File: src/ucb1_alu.sv
// ucb1_alu: shared 64-bit restoring divider / square root unit, one bit a cycle
// depends on nothing
module ucb1_alu (
    input  logic        i_clk,
    input  logic        i_rst_n,
    input  logic        i_start,
    input  logic        i_sqrt,
    input  logic [63:0] i_a,
    input  logic [63:0] i_b,
    output logic        o_done,
    output logic [63:0] o_res
);
    logic [63:0] r_q, n_q;
    logic [64:0] r_rem, n_rem;
    logic [63:0] r_a, n_a;
    logic [63:0] r_b, n_b;
    logic [6:0]  r_cnt, n_cnt;
    logic        r_busy, n_busy, r_sq, n_sq, r_done, n_done;
    logic [64:0] w_trial;
    logic [64:0] w_shift;

    always_comb begin
        n_q = r_q; n_rem = r_rem; n_a = r_a; n_b = r_b; n_cnt = r_cnt;
        n_busy = r_busy; n_sq = r_sq; n_done = 1'b0;
        w_shift = '0; w_trial = '0;
        if (i_start) begin
            n_q = '0; n_rem = '0; n_a = i_a; n_b = i_b; n_sq = i_sqrt;
            n_cnt = i_sqrt ? 7'd32 : 7'd64; n_busy = 1'b1;
        end else if (r_busy) begin
            if (r_sq) begin
                // digit-by-digit root: bring down two bits
                w_shift = {r_rem[62:0], r_a[63:62]};
                w_trial = {r_q[62:0], 2'b01};
                n_a = {r_a[61:0], 2'b00};
                if (w_shift >= w_trial) begin
                    n_rem = w_shift - w_trial;
                    n_q = {r_q[62:0], 1'b1};
                end else begin
                    n_rem = w_shift;
                    n_q = {r_q[62:0], 1'b0};
                end
            end else begin
                w_shift = {r_rem[63:0], r_a[63]};
                w_trial = {1'b0, r_b};
                n_a = {r_a[62:0], 1'b0};
                if (w_shift >= w_trial) begin
                    n_rem = w_shift - w_trial;
                    n_q = {r_q[62:0], 1'b1};
                end else begin
                    n_rem = w_shift;
                    n_q = {r_q[62:0], 1'b0};
                end
            end
            n_cnt = r_cnt - 7'd1;
            if (r_cnt == 7'd1) begin
                n_busy = 1'b0; n_done = 1'b1;
            end
        end
    end

    always_ff @(posedge i_clk) begin
        r_q <= n_q; r_rem <= n_rem; r_a <= n_a; r_b <= n_b; r_cnt <= n_cnt; r_sq <= n_sq;
        if (!i_rst_n) begin
            r_busy <= 1'b0; r_done <= 1'b0;
        end else begin
            r_busy <= n_busy; r_done <= n_done;
        end
    end

    assign o_done = r_done;
    assign o_res  = r_q;

`ifndef SYNTHESIS
    a_done_after_busy: assert property (@(posedge i_clk) disable iff (!i_rst_n)
        r_done |-> !r_busy) else $error("done while busy");
    a_cnt_zero_idle: assert property (@(posedge i_clk) disable iff (!i_rst_n)
        (!r_busy && !i_start) |=> !r_busy) else $error("unit woke itself");
    a_start_busy: assert property (@(posedge i_clk) disable iff (!i_rst_n)
        i_start |=> r_busy) else $error("start ignored");
`endif
endmodule

File: config.mk
export PLATFORM = sky130hd
export DESIGN_NAME = ucb1_alu
export DESIGN_NICKNAME = d
export VERILOG_FILES = /design/src/ucb1_alu.sv
export SDC_FILE = /design/constraint.sdc
export NUM_CORES = 1
export LEC_CHECK = 0
export BUFFER_PORTS_ARGS = -buffer_cell sky130_fd_sc_hd__buf_2
export CAP_MARGIN = 5
export CORE_UTILIZATION = 58
export CTS_BUF_LIST = sky130_fd_sc_hd__clkbuf_2
export CTS_CLUSTER_SIZE = 12
export DETAILED_ROUTE_END_ITERATION = 10
export MAX_ROUTING_LAYER = met4
export PLACE_DENSITY = 0.78
export SETUP_SLACK_MARGIN = 0.02
export SYNTH_ARGS = -nofsm -noshare
export SYNTH_HDL_FRONTEND = slang
export SYNTH_SLANG_ARGS = --single-unit
File: constraint.sdc
create_clock -name i_clk -period 6.4 [get_ports i_clk]
set_input_delay 0.96 -clock i_clk [delete_from_list [all_inputs] [get_ports i_clk]]
set_output_delay 0.96 -clock i_clk [all_outputs]
set_load 0.05 [all_outputs]
# Word-level counts from Yosys, hierarchy flattened
# Index checks and enable logic that the tools add are counted.
classes:
  reduce_logical: 2
  addsub: 3
  bitwise: 2
  magnitude_cmp: 2
  muxes: 16
  n_eq_ne: 1
ops:
  columns: ["operator", "count"]
  rows:
  - ["$mux 64", 6]
  - ["$sub 64x64->64", 2]
  - ["$ge 65x64->1", 1]
  - ["$ge 65x65->1", 1]
  - ["$mux 7", 3]
  - ["$eq 7x1->1 const B", 1]
  - ["$mux 1", 7]
  - ["$sub 7x1->7 const B", 1]
  - ["$reduce_or 3->1", 1]
  - ["$not 1->1", 2]
  - ["$reduce_bool 2->1", 1]
word_totals:
  wordCells: 34
  in_bits: 132
  output_inout_bits: 65
  regBits: 266

# Logic depth before layout (Yosys ltp)
logic_depth:
  word_depth: 4
  depth_mapped: 16
  mapped_depth_nobuf: 15

# Least setup slack after synthesis
# OpenSTA, ideal clock, no wires.
synth_timing:
  path_kind: "reg-to-reg"
  startpoint: "register r_q[2] (netlist: o_res[2])"
  endpoint: "register r_rem[14]"
  setup_time_ns: 0.117
  path_slack_ns: 2.431
  required_ns: 6.283
  path_stages_with_launch: 15
  path_buffers: 2
  period_less_slack_ns: 3.969
  arrival_ns: 3.852
  path_cell_list: "dfxtp_1 > inv_1 > ha_1 > nor2_1 > a211oi_2 > a211oi_2 > o31a_1 > o41a_1 > o31a_1 > o41a_1 > buf_4 > buf_2 > nand2_1 > o211ai_1 > a32o_1"
synth_via:
  elab_chain_len: 3
  elab_cells_between_ends: 4
  cone_classes: "add/sub: 1; order compare: 1; mux: 2"
synth_rtl:
  columns: ["item", "line", "text"]
  rows:
  - ["from (decl)", "13", "logic [63:0] r_q, n_q;"]
  - ["from (signal assigned)", "62", "r_q <= n_q; r_rem <= n_rem; r_a <= n_a; r_b <= n_b; r_cnt <= n_cnt; r_sq <= n_sq;"]
  - ["$sub 64x64->64 or $ge 65x65->1 (tied branches)", "36, 35", null]
  - ["$mux 64 *", "35", "if (w_shift >= w_trial) begin"]
  - ["$mux 64 *", "30", "if (r_sq) begin"]
  - ["to (signal assigned)", "62", null]
  - ["to (decl)", "14", "logic [64:0] r_rem, n_rem;"]
# Mark *: on every way between the ends. The rest lies on a longest branch, timed or not.
# A chain may end at the register's enable or synchronous reset.

# Worst setup path after layout
layout_timing:
  startpoint: "register r_rem[0]"
  endpoint: "register r_rem[6]"
layout_via:
  elab_chain_len: 3
  elab_cells_between_ends: 7
  cone_classes: "add/sub: 2; order compare: 2; mux: 3"
layout_rtl:
  columns: ["item", "line", "text"]
  rows:
  - ["$sub 64x64->64 (tied with other cells)", "47", "n_rem = w_shift - w_trial;"]
  - ["$mux 64, on equally long branches", "46, 35", null]
  - ["$mux 64 *", "30", null]
# Marks and branches as above.

==> metrics <==
status=completed; post-detailed-route count of antenna-violating nets=0; critical path arrival=5750 ps; Setup Fix Bufs, Post-CTS=0; via/cell ratio=6.13; max cap viols=0; Core Area=33600 sq um; GRT Total Usage=34.0%; Top FF cell, synth=edfxtp_1; worst setup path startpoint=r_rem[0]; Clock Tree Buf Depth=3; Final HPWL DP=43600 um; Mapped Avg Cell Area=8.30 sq um; reg2reg end=r_rem[6]; pin count of the biggest net entering global routing=105; #FFs+latches synth=266; Residual DRC=0; WL/cell=19.2 um; CTS buffer count=75; worst slack after detailed placement=1660 ps; max frequency=0.206 GHz; I/O Pins=197; Syn Inst Count=2389; GP Congestion=0.997; initial core utilization=59.0%; number of distinct library cells after synthesis=83; hold buffer count at CTS=0; post-synthesis cell area=19800 sq um; Startpoint Class=register; CTS root buffer=clkbuf_2; TNS Setup=0 ps; RSZ-0062 raised after global routing=false; r2r startpoint=r_rem[0]; sequential area share after synthesis=33.7%; FF-to-FF setup slack=1540 ps; Synth-to-Final Area Change=9.34%; Critical Path RT=7290 ps; Worst-Margin Slew=999 ps; layout cells sized above 1=14.5%; Async SR Flop Fraction=0%; Slew Viols, Final=0; Period minus WS final=4860 ps; Slew headroom=33.4%; total power=7.66 mW; PwrDens=353 nW/um^2; clock sinks=266; worst setup path class=register to register; clock slew at reported path FFs=120 ps; DR pass1 iterations=8; final WL=58400 um; Setup WS post-layout=1540 ps; via count=18700; 1st-iter DRT viols=1862; clk_lat worst skew=1060 ps; leakage power=9.52 nW; die height=187 um; cell row count=67; Post-Syn Nets=2653; htree depth=3; EDFF count, synth=136; Tcrit/Tclk final=75.9%; Hold Vio Cnt, Final=0; global-route wire length before repair=92600 um; post_cts resized=0; final core utilization=64.5%; Clock Skew=115 ps; peak fanout along the critical path=54; number of global-route vias before repair=17700; Final Setup Violations=0; Synthesis Warnings=0; CTS tree=done; gr ovfl total=0; initial antenna violation count=3; CP endpoint kind=register; die width=187 um; Worst VDD drop=0.251 mV; worst r2r path cells=13; Die Area=34900 sq um; HP Class=primary input to register; PortBufs=196; Nets=2799; last element of the critical path=r_rem[6]
[state kept, by name, indices dropped and copies added (netlist names)]
register,cells
o_res,64
r_b,64
r_sq,1
r_a,64
o_done,1
r_busy,1
r_cnt,7
r_rem,64
[logic make-up (layout without fill, tap and decap cells)]
logic type | Yosys count | count (layout) | synth area share, %
buf+inv | 323 | 527 | 6.39
other cells | 0 | 6 | 0
simple gates | 698 | 698 | 15.8
flops | 266 | 266 | 33.7
mux | 144 | 144 | 7.31
xor+xnor | 118 | 118 | 5.21
fa+ha+maj | 132 | 132 | 8.37
compound gates | 708 | 708 | 23.2
[layout make-up]
| type | count | area (sq um) |
|---|---|---|
| fillers | 2960 | 11900 |
| clock inverters | 28 | 169 |
| flip-flops and latches | 266 | 6690 |
| inverters | 177 | 664 |
| multi-input cells | 1800 | 11900 |
| diodes | 6 | 15.0 |
| well taps | 448 | 561 |
| repair buffers | 215 | 1150 |
| clock buffers | 107 | 536 |
[report_power, final]
part | total, mW | switching (mW) | internal [mW]
combinational | 4.19 | 2.63 | 1.56
sequential | 2.15 | 0.180 | 1.97
clock | 1.31 | 0.806 | 0.507
[cell usage in the layout (no fill, tap or decap), drive strengths merged, types with 25 or more instances in the layout]
cell type / Yosys / layout
inv: 177 / 179
xnor2: 70 / 70
edfxtp: 136 / 136
o21bai: 35 / 35
a21oi: 185 / 185
xor2: 48 / 48
clkbuf: 100 / 107
mux2i: 138 / 138
o211ai: 69 / 69
buf: 46 / 215
clkinv: 0 / 25
a21o: 33 / 33
a211oi: 31 / 31
ha: 131 / 131
nand2: 275 / 275
o21ai: 192 / 192
nor2: 213 / 213
dfxtp: 130 / 130
nand4: 55 / 55
nor3: 31 / 31
[synth_stat cells (14+ instances only)]
| library cell | number | area share [%] |
|---|---|---|
| nand2b_1 | 24 | 0.76 |
| xor2_1 | 48 | 2.1 |
| nor3_1 | 31 | 0.78 |
| buf_2 | 14 | 0.35 |
| o21bai_1 | 35 | 1.3 |
| nor2_1 | 213 | 4.0 |
| xnor2_1 | 70 | 3.1 |
| inv_1 | 177 | 3.4 |
| mux2i_1 | 138 | 7.0 |
| o21ai_1 | 17 | 0.43 |
| o21ai_0 | 175 | 4.4 |
| nand2_1 | 275 | 5.2 |
| o211ai_1 | 67 | 2.5 |
| clkbuf_1 | 100 | 1.9 |
| a211oi_1 | 27 | 1.0 |
| nor3b_1 | 17 | 0.64 |
| o21a_1 | 23 | 0.87 |
| nand4_1 | 55 | 1.7 |
| edfxtp_1 | 136 | 21 |
| a32o_1 | 15 | 0.76 |
| a21oi_1 | 184 | 4.6 |
| ha_1 | 131 | 8.3 |
| nand3_1 | 24 | 0.61 |
| dfxtp_1 | 130 | 13 |
| a21o_1 | 33 | 1.2 |
| buf_1 | 26 | 0.49 |
[per-layer routing]
metal  vias up  share of wire (%)  global-route usage [%]
li1       8988                  -                       -
met1      8680                 45                    45.3
met2       880                 43                    50.6
met3       139                9.1                    7.26
met4         0                3.0                    12.7
met5         -                  0                       -
[how the worst min path moves through the flow]
stage	startpoint	endpoint	slack [ps]	depth (start not counted)
after floorplan	r_rem[63]	r_rem[63]	460	1
after global placement	o_res[63]	o_res[63]	470	2
after detailed placement	o_res[63]	o_res[63]	490	2
after CTS	i_b[27]	r_b[27]	9	1
after global routing	i_b[31]	r_b[31]	-10	1
final	i_b[54]	r_b[54]	60	1
[worst max-delay path: stages (launching register included)]
cell and delay (ps):
dfxtp_1 410, ha_1 370, o21ai_1 120, a211oi_2 390
a211oi_2 150, buf_4 190, o31a_1 290, o41a_1 490
o31a_1 420, o41a_2 890, buf_4 440, nand2_1 120
o311ai_1 100, a31o_2 300
[metrics by stage]
step,cells,cell area [sq um],hold WS [ps]
2_1_floorplan,2389,19800,456
3_3_place_gp,2906,21000,474
3_5_place_dp,2906,21000,486
4_1_cts,3041,21700,9.31
5_1_grt,3047,21700,-12.4
6_report,3047,21700,63.7
(Power assumes the default switching activity.)
